$ cat config.mk
export PLATFORM = sky130hd
export DESIGN_NAME = lambert_w_iterative_top
export DESIGN_NICKNAME = d
export VERILOG_FILES = /design/src/hdl/lwi_pkg.sv /design/src/hdl/lwi_alu.sv /design/src/hdl/lwi_seq.sv /design/src/hdl/lambert_w_iterative_top.sv
export SDC_FILE = /design/constraint.sdc
export NUM_CORES = 2
export LEC_CHECK = 0
export BUFFER_PORTS_ARGS = -buffer_cell sky130_fd_sc_hd__buf_2
export CORE_ASPECT_RATIO = 0.8
export CORE_MARGIN = 10
export CORE_UTILIZATION = 40
export CTS_CLUSTER_DIAMETER = 200
export CTS_CLUSTER_SIZE = 20
export DETAILED_ROUTE_END_ITERATION = 8
export HOLD_SLACK_MARGIN = 0.12
export PLACE_DENSITY = 0.51
export SETUP_SLACK_MARGIN = 0.15
export SYNTH_ARGS = -nofsm -noshare
export SYNTH_HDL_FRONTEND = slang
export SYNTH_SLANG_ARGS = --single-unit
$ cat constraint.sdc
create_clock -name clk -period 15.1 [get_ports clk]
set_clock_uncertainty 0.15 [all_clocks]
set_input_delay 1.51 -clock clk [delete_from_list [all_inputs] [get_ports clk]]
set_output_delay 1.51 -clock clk [all_outputs]
set_load 0.05 [all_outputs]
$ cat src/hdl/lwi_pkg.sv
`default_nettype none
// ----------------------------------------------------------------------------
// lwi_pkg: shared types and constants for the Lambert W iterative solver
// Q32.32 constants, status codes, sequencer states and ALU opcodes.
// ----------------------------------------------------------------------------
package lwi_pkg;

  localparam logic signed [63:0] ONE_Q   = 64'sh0000_0001_0000_0000;
  localparam logic signed [63:0] TWO_Q   = 64'sh0000_0002_0000_0000;
  localparam logic signed [63:0] E_Q     = 64'sh0000_0002_B7E1_5163;
  localparam logic signed [63:0] INV_E_Q = 64'sh0000_0000_5E2D_58D9;
  localparam logic signed [63:0] X_MAX_Q = 64'sh0000_0010_0000_0000;
  localparam int EXP_TERMS = 20;
  localparam logic signed [31:0] EXP_LOW  = -32'sd40;
  localparam logic signed [31:0] EXP_HIGH = 32'sd22;

  localparam logic [1:0] ST_OK     = 2'd0;
  localparam logic [1:0] ST_DOMAIN = 2'd1;
  localparam logic [1:0] ST_FAULT  = 2'd2;

  typedef enum logic [1:0] {
    ALU_MUL = 2'd0,
    ALU_DIV = 2'd1,
    ALU_CDV = 2'd2
  } alu_op_t;

  typedef struct packed {
    logic    start;
    alu_op_t op;
  } alu_req_t;

  typedef struct packed {
    logic done;
    logic ovf;
  } alu_rsp_t;

  typedef enum logic [4:0] {
    S_IDLE, S_CHECK, S_ITER, S_EXP_TERM, S_EXP_TDIV, S_EXP_SCALE,
    S_WE, S_NUM, S_DEN_N, S_H_A, S_H_T, S_H_B, S_H_DEN, S_Q, S_WUPD,
    S_FINISH, S_OUT
  } state_t;

endpackage
`default_nettype wire

$ cat src/hdl/lwi_alu.sv
`default_nettype none
// ----------------------------------------------------------------------------
// lwi_alu: shared Q32.32 multiply and divide unit
// Multiply is a shift-add on magnitudes, truncated by 32 bits and
// rounded toward zero. Divide is a restoring divider that matches
// floor(|a|*2^32/|b|). ALU_CDV divides |a| by a small integer (Taylor terms).
// ----------------------------------------------------------------------------
module lwi_alu (
  input  wire                     clk,
  input  wire                     rst_n,
  input  wire lwi_pkg::alu_req_t  req,
  input  wire  logic signed [63:0] a,
  input  wire  logic signed [63:0] b,
  output lwi_pkg::alu_rsp_t       rsp,
  output logic signed [63:0]      y
);

  logic         busy_r, busy_nxt;
  lwi_pkg::alu_op_t op_r, op_nxt;
  logic [6:0]   cnt_r, cnt_nxt;
  logic [127:0] acc_r, acc_nxt;     // product accumulator
  logic [63:0]  ma_r, ma_nxt;       // multiplicand / dividend magnitude
  logic [63:0]  mb_r, mb_nxt;       // multiplier / divisor magnitude
  logic [63:0]  rem_r, rem_nxt;
  logic [63:0]  q_r, q_nxt;
  logic         neg_r, neg_nxt;
  logic         ovf_r, ovf_nxt;
  logic         done_r, done_nxt;
  logic signed [63:0] y_r, y_nxt;

  logic [63:0]  am, bm;
  logic [127:0] acc_add;
  logic [64:0]  rem_sh;
  logic         bit_in;
  logic [63:0]  prod_hi;

  always_comb begin
    am = a[63] ? (64'd0 - a) : a;
    bm = b[63] ? (64'd0 - b) : b;
  end

  always_comb begin
    busy_nxt = busy_r;
    op_nxt   = op_r;
    cnt_nxt  = cnt_r;
    acc_nxt  = acc_r;
    ma_nxt   = ma_r;
    mb_nxt   = mb_r;
    rem_nxt  = rem_r;
    q_nxt    = q_r;
    neg_nxt  = neg_r;
    ovf_nxt  = ovf_r;
    done_nxt = 1'b0;
    y_nxt    = y_r;
    acc_add  = '0;
    rem_sh   = '0;
    bit_in   = 1'b0;
    prod_hi  = '0;
    if (req.start) begin
      busy_nxt = 1'b1;
      op_nxt   = req.op;
      cnt_nxt  = '0;
      acc_nxt  = '0;
      ma_nxt   = am;
      mb_nxt   = (req.op == lwi_pkg::ALU_CDV) ? b : bm;
      rem_nxt  = '0;
      q_nxt    = '0;
      neg_nxt  = (req.op == lwi_pkg::ALU_CDV) ? 1'b0 : (a[63] ^ b[63]);
      ovf_nxt  = (req.op != lwi_pkg::ALU_MUL) && (b == 64'sd0);
    end else if (busy_r) begin
      case (op_r)
        lwi_pkg::ALU_MUL: begin
          // one multiplier bit per cycle, LSB first
          acc_add = mb_r[cnt_r[5:0]] ? ({64'd0, ma_r} << cnt_r[5:0]) : 128'd0;
          acc_nxt = acc_r + acc_add;
          cnt_nxt = cnt_r + 7'd1;
          if (cnt_r == 7'd63) begin
            busy_nxt = 1'b0;
            done_nxt = 1'b1;
            prod_hi  = acc_nxt[95:32];
            if (acc_nxt[127:95] != '0) ovf_nxt = 1'b1;
            y_nxt = neg_r ? (64'sd0 - $signed(prod_hi)) : $signed(prod_hi);
          end
        end
        lwi_pkg::ALU_DIV, lwi_pkg::ALU_CDV: begin
          if (op_r == lwi_pkg::ALU_DIV)
            bit_in = (cnt_r < 7'd64) ? ma_r[6'd63 - cnt_r[5:0]] : 1'b0;
          else
            bit_in = ma_r[6'd63 - cnt_r[5:0]];
          rem_sh = {rem_r, bit_in};
          if (op_r == lwi_pkg::ALU_DIV && q_r[62]) ovf_nxt = 1'b1;
          if (rem_sh >= {1'b0, mb_r}) begin
            rem_nxt = rem_sh[63:0] - mb_r;
            q_nxt   = {q_r[62:0], 1'b1};
          end else begin
            rem_nxt = rem_sh[63:0];
            q_nxt   = {q_r[62:0], 1'b0};
          end
          cnt_nxt = cnt_r + 7'd1;
          if ((op_r == lwi_pkg::ALU_DIV && cnt_r == 7'd95) ||
              (op_r == lwi_pkg::ALU_CDV && cnt_r == 7'd63)) begin
            busy_nxt = 1'b0;
            done_nxt = 1'b1;
            if (q_nxt[63]) ovf_nxt = 1'b1;
            y_nxt = neg_r ? (64'sd0 - $signed(q_nxt)) : $signed(q_nxt);
          end
        end
        default: busy_nxt = 1'b0;
      endcase
    end
  end

  always_ff @(posedge clk) begin
    if (!rst_n) begin
      busy_r <= 1'b0;
      done_r <= 1'b0;
      op_r   <= lwi_pkg::ALU_MUL;
    end else begin
      busy_r <= busy_nxt;
      done_r <= done_nxt;
      op_r   <= op_nxt;
    end
    cnt_r <= cnt_nxt;
    acc_r <= acc_nxt;
    ma_r  <= ma_nxt;
    mb_r  <= mb_nxt;
    rem_r <= rem_nxt;
    q_r   <= q_nxt;
    neg_r <= neg_nxt;
    ovf_r <= ovf_nxt;
    y_r   <= y_nxt;
  end

  assign rsp.done = done_r;
  assign rsp.ovf  = ovf_r;
  assign y        = y_r;

endmodule
`default_nettype wire

$ cat src/hdl/lwi_seq.sv
`default_nettype none
// ----------------------------------------------------------------------------
// lwi_seq: sequencer for the Newton / Halley update
// Walks exponential, multiply and divide steps through the shared ALU, does
// the add/subtract steps itself and holds the iterate and all temporaries.
// ----------------------------------------------------------------------------
module lwi_seq #(
  parameter int WORD_WIDTH = 32,
  parameter int FRAC_BITS  = 24
) (
  input  wire                             clk,
  input  wire                             rst_n,
  input  wire                             start,
  input  wire                             halley,
  input  wire  logic signed [WORD_WIDTH-1:0] x_in,
  input  wire  logic [7:0]                iter_count,
  output logic                            idle,
  output logic                            done,
  output logic signed [WORD_WIDTH-1:0]    w_out,
  output logic [1:0]                      status_out
);

  localparam logic signed [63:0] WMAX = $signed(64'(({64{1'b1}}) >> (65 - WORD_WIDTH)));
  localparam logic signed [63:0] WMIN = -WMAX - 64'sd1;

  lwi_pkg::state_t state_r, state_nxt;
  lwi_pkg::alu_req_t req;
  lwi_pkg::alu_rsp_t rsp;
  logic signed [63:0] alu_a, alu_b, alu_y;

  logic signed [63:0] x_r, x_nxt, w_r, w_nxt, e_r, e_nxt, we_r, we_nxt;
  logic signed [63:0] num_r, num_nxt, den_r, den_nxt, t_r, t_nxt;
  logic signed [63:0] term_r, term_nxt, sum_r, sum_nxt;
  logic [7:0]  it_r, it_nxt;
  logic [5:0]  k_r, k_nxt;
  logic [5:0]  sc_r, sc_nxt;     // remaining e or 1/e scalings
  logic        sneg_r, sneg_nxt;
  logic        hal_r, hal_nxt;
  logic        pend_r, pend_nxt;
  logic [1:0]  st_r, st_nxt;
  logic signed [WORD_WIDTH-1:0] res_r, res_nxt;

  logic signed [64:0] s65;
  logic signed [64:0] xi_w;
  logic signed [63:0] xi;
  logic signed [63:0] n_int;
  logic signed [63:0] w_fl;

  lwi_alu u_alu (
    .clk  (clk),
    .rst_n(rst_n),
    .req  (req),
    .a    (alu_a),
    .b    (alu_b),
    .rsp  (rsp),
    .y    (alu_y)
  );

  // input conversion into Q32.32 with clamping
  always_comb begin
    xi_w = '0;
    if (FRAC_BITS <= 32) begin
      xi_w = 65'($signed(x_in)) <<< (32 - FRAC_BITS);
      if (xi_w > 65'sh0_7FFF_FFFF_FFFF_FFFF) xi = 64'sh7FFF_FFFF_FFFF_FFFF;
      else if (xi_w < -65'sh0_7FFF_FFFF_FFFF_FFFF) xi = -64'sh7FFF_FFFF_FFFF_FFFF;
      else xi = xi_w[63:0];
    end else begin
      xi = 64'($signed(x_in) >>> (FRAC_BITS - 32));
    end
  end

  // output conversion: floor shift, then clamp check done in S_FINISH
  always_comb begin
    if (FRAC_BITS <= 32) w_fl = w_r >>> (32 - FRAC_BITS);
    else begin
      if (w_r > (64'sh7FFF_FFFF_FFFF_FFFF >>> (FRAC_BITS - 32)))
        w_fl = 64'sh7FFF_FFFF_FFFF_FFFF;
      else if (w_r < -(64'sh7FFF_FFFF_FFFF_FFFF >>> (FRAC_BITS - 32)))
        w_fl = -64'sh7FFF_FFFF_FFFF_FFFF;
      else w_fl = w_r <<< (FRAC_BITS - 32);
    end
  end

  assign n_int = w_r >>> 32;

  always_comb begin
    state_nxt = state_r;
    x_nxt = x_r; w_nxt = w_r; e_nxt = e_r; we_nxt = we_r;
    num_nxt = num_r; den_nxt = den_r; t_nxt = t_r;
    term_nxt = term_r; sum_nxt = sum_r;
    it_nxt = it_r; k_nxt = k_r; sc_nxt = sc_r; sneg_nxt = sneg_r;
    hal_nxt = hal_r; pend_nxt = pend_r; st_nxt = st_r; res_nxt = res_r;
    req.start = 1'b0;
    req.op = lwi_pkg::ALU_MUL;
    alu_a = '0;
    alu_b = '0;
    s65 = '0;
    case (state_r)
      lwi_pkg::S_IDLE: begin
        if (start) begin
          x_nxt = xi;
          hal_nxt = halley;
          it_nxt = iter_count;
          w_nxt = '0;
          state_nxt = lwi_pkg::S_CHECK;
        end
      end
      lwi_pkg::S_CHECK: begin
        if (x_r > lwi_pkg::X_MAX_Q) begin
          res_nxt = WORD_WIDTH'(WMAX); st_nxt = lwi_pkg::ST_DOMAIN;
          state_nxt = lwi_pkg::S_OUT;
        end else if (x_r < -lwi_pkg::INV_E_Q) begin
          res_nxt = WORD_WIDTH'(WMIN); st_nxt = lwi_pkg::ST_DOMAIN;
          state_nxt = lwi_pkg::S_OUT;
        end else state_nxt = lwi_pkg::S_ITER;
      end
      lwi_pkg::S_ITER: begin
        if (it_r == 8'd0) state_nxt = lwi_pkg::S_FINISH;
        else if (n_int >= 64'(lwi_pkg::EXP_HIGH)) state_nxt = lwi_pkg::S_WUPD;
        else if (n_int < 64'(lwi_pkg::EXP_LOW)) begin
          e_nxt = '0;
          pend_nxt = 1'b0;
          state_nxt = lwi_pkg::S_WE;
        end else begin
          // start Taylor series of e^frac
          term_nxt = lwi_pkg::ONE_Q;
          sum_nxt = lwi_pkg::ONE_Q;
          k_nxt = 6'd1;
          sneg_nxt = n_int[63];
          sc_nxt = n_int[63] ? 6'(-n_int) : 6'(n_int);
          pend_nxt = 1'b0;
          state_nxt = lwi_pkg::S_EXP_TERM;
        end
      end
      lwi_pkg::S_EXP_TERM: begin
        alu_a = term_r; alu_b = {32'd0, w_r[31:0]};
        req.op = lwi_pkg::ALU_MUL;
        if (!pend_r) begin req.start = 1'b1; pend_nxt = 1'b1; end
        else if (rsp.done) begin
          pend_nxt = 1'b0;
          if (rsp.ovf) state_nxt = lwi_pkg::S_WUPD;
          else begin term_nxt = alu_y; state_nxt = lwi_pkg::S_EXP_TDIV; end
        end
      end
      lwi_pkg::S_EXP_TDIV: begin
        alu_a = term_r; alu_b = {58'd0, k_r};
        req.op = lwi_pkg::ALU_CDV;
        if (!pend_r) begin req.start = 1'b1; pend_nxt = 1'b1; end
        else if (rsp.done) begin
          pend_nxt = 1'b0;
          term_nxt = alu_y;
          sum_nxt = sum_r + alu_y;
          k_nxt = k_r + 6'd1;
          if (k_r == 6'(lwi_pkg::EXP_TERMS)) state_nxt = lwi_pkg::S_EXP_SCALE;
          else state_nxt = lwi_pkg::S_EXP_TERM;
        end
      end
      lwi_pkg::S_EXP_SCALE: begin
        alu_a = sum_r; alu_b = sneg_r ? lwi_pkg::INV_E_Q : lwi_pkg::E_Q;
        req.op = lwi_pkg::ALU_MUL;
        if (sc_r == 6'd0) begin
          e_nxt = sum_r; state_nxt = lwi_pkg::S_WE;
        end else if (!pend_r) begin req.start = 1'b1; pend_nxt = 1'b1; end
        else if (rsp.done) begin
          pend_nxt = 1'b0;
          if (rsp.ovf) state_nxt = lwi_pkg::S_WUPD;
          else begin sum_nxt = alu_y; sc_nxt = sc_r - 6'd1; end
        end
      end
      lwi_pkg::S_WE: begin
        alu_a = w_r; alu_b = e_r; req.op = lwi_pkg::ALU_MUL;
        if (!pend_r) begin req.start = 1'b1; pend_nxt = 1'b1; end
        else if (rsp.done) begin
          pend_nxt = 1'b0;
          if (rsp.ovf) state_nxt = lwi_pkg::S_WUPD;
          else begin we_nxt = alu_y; state_nxt = lwi_pkg::S_NUM; end
        end
      end
      lwi_pkg::S_NUM: begin
        s65 = 65'(we_r) - 65'(x_r);
        num_nxt = s65[63:0];
        if (s65[64] != s65[63]) state_nxt = lwi_pkg::S_WUPD;
        else if (hal_r) state_nxt = lwi_pkg::S_H_A;
        else state_nxt = lwi_pkg::S_DEN_N;
      end
      lwi_pkg::S_DEN_N: begin
        s65 = 65'(e_r) + 65'(we_r);
        den_nxt = s65[63:0];
        if (s65[64] != s65[63]) state_nxt = lwi_pkg::S_WUPD;
        else state_nxt = lwi_pkg::S_Q;
      end
      lwi_pkg::S_H_A: begin
        // a = e*(w+1); w+1 cannot overflow since S_ITER keeps w below EXP_HIGH
        s65 = 65'(w_r) + 65'(lwi_pkg::ONE_Q);
        alu_a = e_r; alu_b = s65[63:0]; req.op = lwi_pkg::ALU_MUL;
        if (s65[64] != s65[63]) state_nxt = lwi_pkg::S_WUPD;
        else if (!pend_r) begin req.start = 1'b1; pend_nxt = 1'b1; end
        else if (rsp.done) begin
          pend_nxt = 1'b0;
          if (rsp.ovf) state_nxt = lwi_pkg::S_WUPD;
          else begin den_nxt = alu_y; state_nxt = lwi_pkg::S_H_T; end
        end
      end
      lwi_pkg::S_H_T: begin
        s65 = 65'(w_r) + 65'(lwi_pkg::TWO_Q);
        alu_a = s65[63:0]; alu_b = num_r; req.op = lwi_pkg::ALU_MUL;
        if (s65[64] != s65[63]) state_nxt = lwi_pkg::S_WUPD;
        else if (!pend_r) begin req.start = 1'b1; pend_nxt = 1'b1; end
        else if (rsp.done) begin
          pend_nxt = 1'b0;
          if (rsp.ovf) state_nxt = lwi_pkg::S_WUPD;
          else begin t_nxt = alu_y; state_nxt = lwi_pkg::S_H_B; end
        end
      end
      lwi_pkg::S_H_B: begin
        s65 = (65'(w_r) + 65'(lwi_pkg::ONE_Q)) <<< 1;
        alu_a = t_r; alu_b = s65[63:0]; req.op = lwi_pkg::ALU_DIV;
        if (s65[64] != s65[63]) state_nxt = lwi_pkg::S_WUPD;
        else if (!pend_r) begin req.start = 1'b1; pend_nxt = 1'b1; end
        else if (rsp.done) begin
          pend_nxt = 1'b0;
          if (rsp.ovf) state_nxt = lwi_pkg::S_WUPD;
          else begin t_nxt = alu_y; state_nxt = lwi_pkg::S_H_DEN; end
        end
      end
      lwi_pkg::S_H_DEN: begin
        s65 = 65'(den_r) - 65'(t_r);
        den_nxt = s65[63:0];
        if (s65[64] != s65[63]) state_nxt = lwi_pkg::S_WUPD;
        else state_nxt = lwi_pkg::S_Q;
      end
      lwi_pkg::S_Q: begin
        alu_a = num_r; alu_b = den_r; req.op = lwi_pkg::ALU_DIV;
        if (!pend_r) begin req.start = 1'b1; pend_nxt = 1'b1; end
        else if (rsp.done) begin
          pend_nxt = 1'b0;
          if (rsp.ovf) state_nxt = lwi_pkg::S_WUPD;
          else begin
            s65 = 65'(w_r) - 65'(alu_y);
            if (s65[64] != s65[63]) state_nxt = lwi_pkg::S_WUPD;
            else begin
              w_nxt = s65[63:0];
              it_nxt = it_r - 8'd1;
              state_nxt = lwi_pkg::S_ITER;
            end
          end
        end
      end
      lwi_pkg::S_WUPD: begin
        // fault: saturate by the sign of the last good iterate
        res_nxt = w_r[63] ? WORD_WIDTH'(WMIN) : WORD_WIDTH'(WMAX);
        st_nxt = lwi_pkg::ST_FAULT;
        pend_nxt = 1'b0;
        state_nxt = lwi_pkg::S_OUT;
      end
      lwi_pkg::S_FINISH: begin
        if (w_fl > WMAX) begin
          res_nxt = WORD_WIDTH'(WMAX); st_nxt = lwi_pkg::ST_FAULT;
        end else if (w_fl < WMIN) begin
          res_nxt = WORD_WIDTH'(WMIN); st_nxt = lwi_pkg::ST_FAULT;
        end else begin
          res_nxt = w_fl[WORD_WIDTH-1:0]; st_nxt = lwi_pkg::ST_OK;
        end
        state_nxt = lwi_pkg::S_OUT;
      end
      lwi_pkg::S_OUT: state_nxt = lwi_pkg::S_IDLE;
      default: state_nxt = lwi_pkg::S_IDLE;
    endcase
  end

  always_ff @(posedge clk) begin
    if (!rst_n) begin
      state_r <= lwi_pkg::S_IDLE;
      pend_r  <= 1'b0;
    end else begin
      state_r <= state_nxt;
      pend_r  <= pend_nxt;
    end
    x_r <= x_nxt; w_r <= w_nxt; e_r <= e_nxt; we_r <= we_nxt;
    num_r <= num_nxt; den_r <= den_nxt; t_r <= t_nxt;
    term_r <= term_nxt; sum_r <= sum_nxt;
    it_r <= it_nxt; k_r <= k_nxt; sc_r <= sc_nxt; sneg_r <= sneg_nxt;
    hal_r <= hal_nxt; st_r <= st_nxt; res_r <= res_nxt;
  end

  assign idle       = (state_r == lwi_pkg::S_IDLE);
  assign done       = (state_r == lwi_pkg::S_OUT);
  assign w_out      = res_r;
  assign status_out = st_r;

endmodule
`default_nettype wire

$ cat src/hdl/lambert_w_iterative_top.sv
`default_nettype none
// Each update step runs the exponential series and its e scalings (skipped for
//   w below EXP_LOW), then 2 to 5 multiply/divide passes, repeated
//   iteration_count times; an out-of-domain x skips the iterations.
// Throughput: one item at a time, set by the shared unit; a new x waits for the last result's transfer.
// Reset: synchronous active-low rst_n; iteration_count returns to 100.
// ----------------------------------------------------------------------------
// lambert_w_iterative_top: principal-branch Lambert W by Newton or Halley
// Stream input of x and update rule, one result with W(x) and status.
// ----------------------------------------------------------------------------
module lambert_w_iterative_top #(
  parameter int WORD_WIDTH = 32,
  parameter int FRAC_BITS  = 24
) (
  input  wire                     clk,
  input  wire                     rst_n,
  input  wire                     in_tvalid,
  output logic                    in_tready,
  input  wire  [WORD_WIDTH-1:0]   in_tdata,   // x_value
  input  wire                     in_tuser,   // op
  output logic                    out_tvalid,
  input  wire                     out_tready,
  output logic [((WORD_WIDTH+2+7)/8)*8-1:0] out_tdata, // w_value, status
  input  wire                     cfg_valid,
  output logic                    cfg_ready,
  input  wire  [7:0]              cfg_data    // iteration_count
);

  localparam int OUT_W = ((WORD_WIDTH + 2 + 7) / 8) * 8;

  logic [7:0] iter_r;
  logic       busy_r;
  logic       ovalid_r;
  logic [OUT_W-1:0] odata_r;
  logic       seq_idle, seq_done;
  logic signed [WORD_WIDTH-1:0] seq_w;
  logic [1:0] seq_st;
  logic       in_xfer;

  assign in_tready = !busy_r && seq_idle;
  assign in_xfer   = in_tvalid && in_tready;
  assign cfg_ready = 1'b1;

  lwi_seq #(.WORD_WIDTH(WORD_WIDTH), .FRAC_BITS(FRAC_BITS)) u_seq (
    .clk       (clk),
    .rst_n     (rst_n),
    .start     (in_xfer),
    .halley    (in_tuser),
    .x_in      ($signed(in_tdata)),
    .iter_count(iter_r),
    .idle      (seq_idle),
    .done      (seq_done),
    .w_out     (seq_w),
    .status_out(seq_st)
  );

  always_ff @(posedge clk) begin
    if (!rst_n) begin
      iter_r   <= 8'd100;
      busy_r   <= 1'b0;
      ovalid_r <= 1'b0;
    end else begin
      if (cfg_valid) iter_r <= cfg_data;
      if (in_xfer) busy_r <= 1'b1;
      // hold the result until the transfer completes
      if (seq_done) ovalid_r <= 1'b1;
      else if (out_tready) begin
        ovalid_r <= 1'b0;
        if (ovalid_r) busy_r <= 1'b0;
      end
    end
    if (seq_done) odata_r <= OUT_W'({seq_st, seq_w});
  end

  assign out_tvalid = ovalid_r;
  assign out_tdata  = odata_r;

`ifndef ASSERT_OFF
  a_no_accept_busy: assert property (@(posedge clk) disable iff (!rst_n)
    ovalid_r |-> !in_tready) else $error("input taken while result pending");
  a_done_idle: assert property (@(posedge clk) disable iff (!rst_n)
    seq_done |-> busy_r) else $error("result without accepted item");
  a_busy_hold: assert property (@(posedge clk) disable iff (!rst_n)
    in_xfer |=> busy_r) else $error("busy flag not set");
`endif

endmodule
`default_nettype wire

==> implementation parameters <==
Parameter                              Value

Die
  Core area ... 0.214 mm^2
  Total number of placement rows ... 152
  Number of placed I/O pins ... 89
  Initial Util ... 0.402
  Die W ... 539 um
  Total die area ... 0.234 mm^2
  Die Height ... 435 um

Logic synthesis
  Top cell types by occurrence after synthesis ... sky130_fd_sc_hd__nand2_1 (1102), sky130_fd_sc_hd__a21oi_1 (914), sky130_fd_sc_hd__nor2_1 (906), sky130_fd_sc_hd__edfxtp_1 (828), sky130_fd_sc_hd__o21ai_0 (580)
  Synthesized area ... 0.0860 mm^2
  Number of enable-type register cells in the synthesized netlist ... 828
  Dominant synthesized flop cell ... sky130_fd_sc_hd__edfxtp_1
  Post-synthesis instance total ... 9936
  Top cells by area, synth ... sky130_fd_sc_hd__edfxtp_1 (29%), sky130_fd_sc_hd__ha_1 (7.6%), sky130_fd_sc_hd__dfxtp_1 (6.6%)
  Average footprint of a synthesized cell ... 8.66 um^2
  Post-synthesis sequential element count ... 1110
  Largest area contributor in the synthesized netlist ... sky130_fd_sc_hd__edfxtp_1
  Part of the Yosys area used for sequential elements ... 0.355
  Fraction of registers with async set or reset after synthesis ... 0
  Count leader, synth ... sky130_fd_sc_hd__nand2_1
  Share of Yosys cell area claimed by the top area cell type ... 0.289
  Total number of yosys warnings ... 0
  Number of distinct standard cells referenced by the synthesized netlist ... 111

Drt
  Average routed wire per standard cell ... 29.7 um
  Vias per inst ... 6.40
  Total routed wirelength ... 374 mm
  Vias post-DR ... 80600
  Iteration-0 DRC Markers ... 10800
  Total DRC errors in the routed layout ... 0
  First drt pass iteration count ... 9
  Final antenna-violating net count ... 0

STA
  Max-slew headroom at the worst pin ... 0.0104
  Maximum clock rate ... 92.8 MHz
  # setup viols final ... 0
  Final TNS setup ... 0 ns
  Post-route fraction of the period consumed by the critical path ... 0.714
  Final-report max-slew violation count ... 0
  Unrepaired setup endpoints after global routing ... no
  Pin slew with the least headroom to its limit ... 1.48 ns
  Final-report hold violation count ... 0
  Post-route minimum period ... 10.78 ns
  Tightest hold margin ... 0.276 ns

Place
  Cell area after placement ... 0.0893 mm^2
  Hpwl dp ... 293 mm
  Port buffer count ... 81
  Final weighted congestion in routability-driven placement ... 0.995

Critical path
  Type of element capturing the critical path ... register
  Setup CP Type ... register to register
  CP peak stage delay ... 0.98 ns
  Maximum fanout along the worst path ... 63
  Crit-path most repeated cell ... sky130_fd_sc_hd__nand2_1
  Series of cell instances along the critical path ... buf_4 > mux4_2 > mux4_2 > nand2_1 > nand2_1 > nand2_1 > and2_2 > buf_4 > a211oi_1 > ha_1 > nand4_1 > nor4_1 > o2111ai_1 > nand3_1 > a311oi_1 > or3_1 > or4_1 > nor4_1 > nor4b_2 > a41oi_1 > xor2_1 > o21ai_1
  Data arrival time at the worst-slack endpoint ... 11.14 ns
  Standard cell with the maximum stage delay on the critical path ... sky130_fd_sc_hd__nor4_1
  Startpoint kind of the worst setup timing path ... register
  Crit path required time ... 15.46 ns

Run
  Max-cap viol count ... 0

GRT
  All-layer global routing usage ... 0.301
  Initial antenna violation count ... 15
  First-pass GRT wire length ... 534 mm
  Total global routing overflow ... 0
  Vias in the first global route ... 73000
  Pin count of the biggest net entering global routing ... 98

Power
  Power consumption ... 15.5 mW
  Leakage Power ... 34.7 nW
  Worst vdd rail ir drop ... 0.107 mV
  Power density cells ... 170 mW/mm^2

Layout
  Nets ... 10300
  Share of final-layout standard cells stronger than drive strength 1 ... 0.0564
  Layout area overhead ... 5.84%
  Fin util ... 0.425
  Register with the highest flop count ... u_seq.u_alu.acc_r
  Cell area after layout ... 0.0911 mm^2
  Max reg flops ... 128

Clock network
  Maximum root-to-sink buffer count ... 3
  Insertion delay to the later sink of the worst-skew pair ... 0.80 ns
  # Post-CTS Setup Buffers ... 0
  Total of cells resized after clock tree synthesis ... 0
  Cts bufs inserted ... 61
  Clock slew at reported path FFs ... 0.10 ns
  Number of buffers inserted for hold repair after clock tree synthesis ... 0
  Clock tree from TritonCTS ... yes
  Library cell used as clock root buffer ... sky130_fd_sc_hd__clkbuf_16
  H-tree depth ... 2
  Clock sink count ... 1110

Min path
  HP Class ... register to register

Run status
  Status ... finished clean
critical path, delay by kind of cell, from the launching register on:
kind            cells  cell delay [ns]
compound gates      5             1.31
xor+xnor            1             0.20
fa+ha+maj           1             0.46
buf+inv             2             1.39
flops               1             0.75
mux                 2             1.15
simple gates       11             4.99
final timing paths:
path | start | endpoint | slack, ns | depth (start not counted)
setup reg to reg | u_seq.u_alu.cnt_r[0] | u_seq.u_alu.y[61] | 4.32 | 22
hold / removal | u_seq.w_out[16] | out_tdata[16] | 0.28 | 0
hold reg to reg | u_seq.w_out[16] | out_tdata[16] | 0.28 | 0
setup / recovery | u_seq.u_alu.cnt_r[0] | u_seq.u_alu.y[61] | 4.32 | 22
kinds of logic after synthesis:
| logic type | after synthesis | share of synthesized area |
|---|---|---|
| and+or+nand+nor | 3319 | 0.181 |
| AOI/OAI and AO/OA | 3056 | 0.231 |
| DFF | 1110 | 0.355 |
| buffers and inverters | 954 | 0.0424 |
| xor gates and xnor gates | 746 | 0.0760 |
| adders and majority gates | 529 | 0.0774 |
| muxes | 220 | 0.0372 |
| other | 2 | 0.0000873 |
through the flow:
stage / std cells / setup slack (ns)
3_5_place_dp: 12500 / 4.75
4_1_cts: 12600 / 4.71
5_1_grt: 12600 / 3.96
2_1_floorplan: 9943 / 6.98
6_report: 12600 / 4.32
3_3_place_gp: 12500 / 4.74
placed cells by master (no fill, tap or decap), types with 37 or more instances in the layout:
| master | count |
|---|---|
| sky130_fd_sc_hd__a221oi_1 | 54 |
| sky130_fd_sc_hd__o22ai_1 | 78 |
| sky130_fd_sc_hd__or3_1 | 55 |
| sky130_fd_sc_hd__nor3_1 | 191 |
| sky130_fd_sc_hd__mux4_2 | 76 |
| sky130_fd_sc_hd__a222oi_1 | 74 |
| sky130_fd_sc_hd__dfxtp_1 | 275 |
| sky130_fd_sc_hd__clkbuf_1 | 38 |
| sky130_fd_sc_hd__inv_1 | 403 |
| sky130_fd_sc_hd__nand3_1 | 188 |
| sky130_fd_sc_hd__xor2_1 | 310 |
| sky130_fd_sc_hd__o211ai_1 | 70 |
| sky130_fd_sc_hd__xnor2_1 | 435 |
| sky130_fd_sc_hd__nor4_1 | 60 |
| sky130_fd_sc_hd__nand4_1 | 151 |
| sky130_fd_sc_hd__and3_1 | 118 |
| sky130_fd_sc_hd__a31oi_1 | 107 |
| sky130_fd_sc_hd__a22oi_1 | 98 |
| sky130_fd_sc_hd__a21oi_1 | 913 |
| sky130_fd_sc_hd__o21a_1 | 83 |
| sky130_fd_sc_hd__and2_1 | 204 |
| sky130_fd_sc_hd__buf_2 | 82 |
| sky130_fd_sc_hd__mux2i_1 | 107 |
| sky130_fd_sc_hd__a211oi_1 | 135 |
| sky130_fd_sc_hd__o21bai_1 | 81 |
| sky130_fd_sc_hd__nand2_1 | 1096 |
| sky130_fd_sc_hd__a21o_1 | 279 |
| sky130_fd_sc_hd__mux2_2 | 37 |
| sky130_fd_sc_hd__o31ai_1 | 70 |
| sky130_fd_sc_hd__edfxtp_1 | 828 |
| sky130_fd_sc_hd__clkbuf_16 | 61 |
| sky130_fd_sc_hd__nand2b_1 | 84 |
| sky130_fd_sc_hd__buf_4 | 151 |
| sky130_fd_sc_hd__o21ai_0 | 579 |
| sky130_fd_sc_hd__ha_1 | 521 |
| sky130_fd_sc_hd__nor2b_1 | 76 |
| sky130_fd_sc_hd__nor2_1 | 900 |
layer usage:
layer | track usage | part of all wire | vias to the layer above
met5 | 0 | 0.00018 | -
li1 | - | - | 36300
met1 | 0.451 | 0.46 | 39600
met4 | 0.0788 | 0.030 | 10
met3 | 0.0667 | 0.10 | 514
met2 | 0.433 | 0.41 | 4056
power by group:
group,switching (mW),internal [mW]
Clock,1.16,0.759
Combinational,6.15,2.99
Sequential,0.483,3.95
final cells by class:
| class | count | area [um^2] |
|---|---|---|
| clock inverters | 3 | 28.8 |
| inverters | 405 | 1520 |
| diodes | 7 | 17.5 |
| clock buffers | 99 | 1670 |
| well taps | 2849 | 3560 |
| multi-input cells | 7879 | 52200 |
| fillers | 21400 | 123000 |
| flip-flops and latches | 1110 | 30500 |
| repair buffers | 234 | 1560 |
Power figures use the tool's default switching activity.
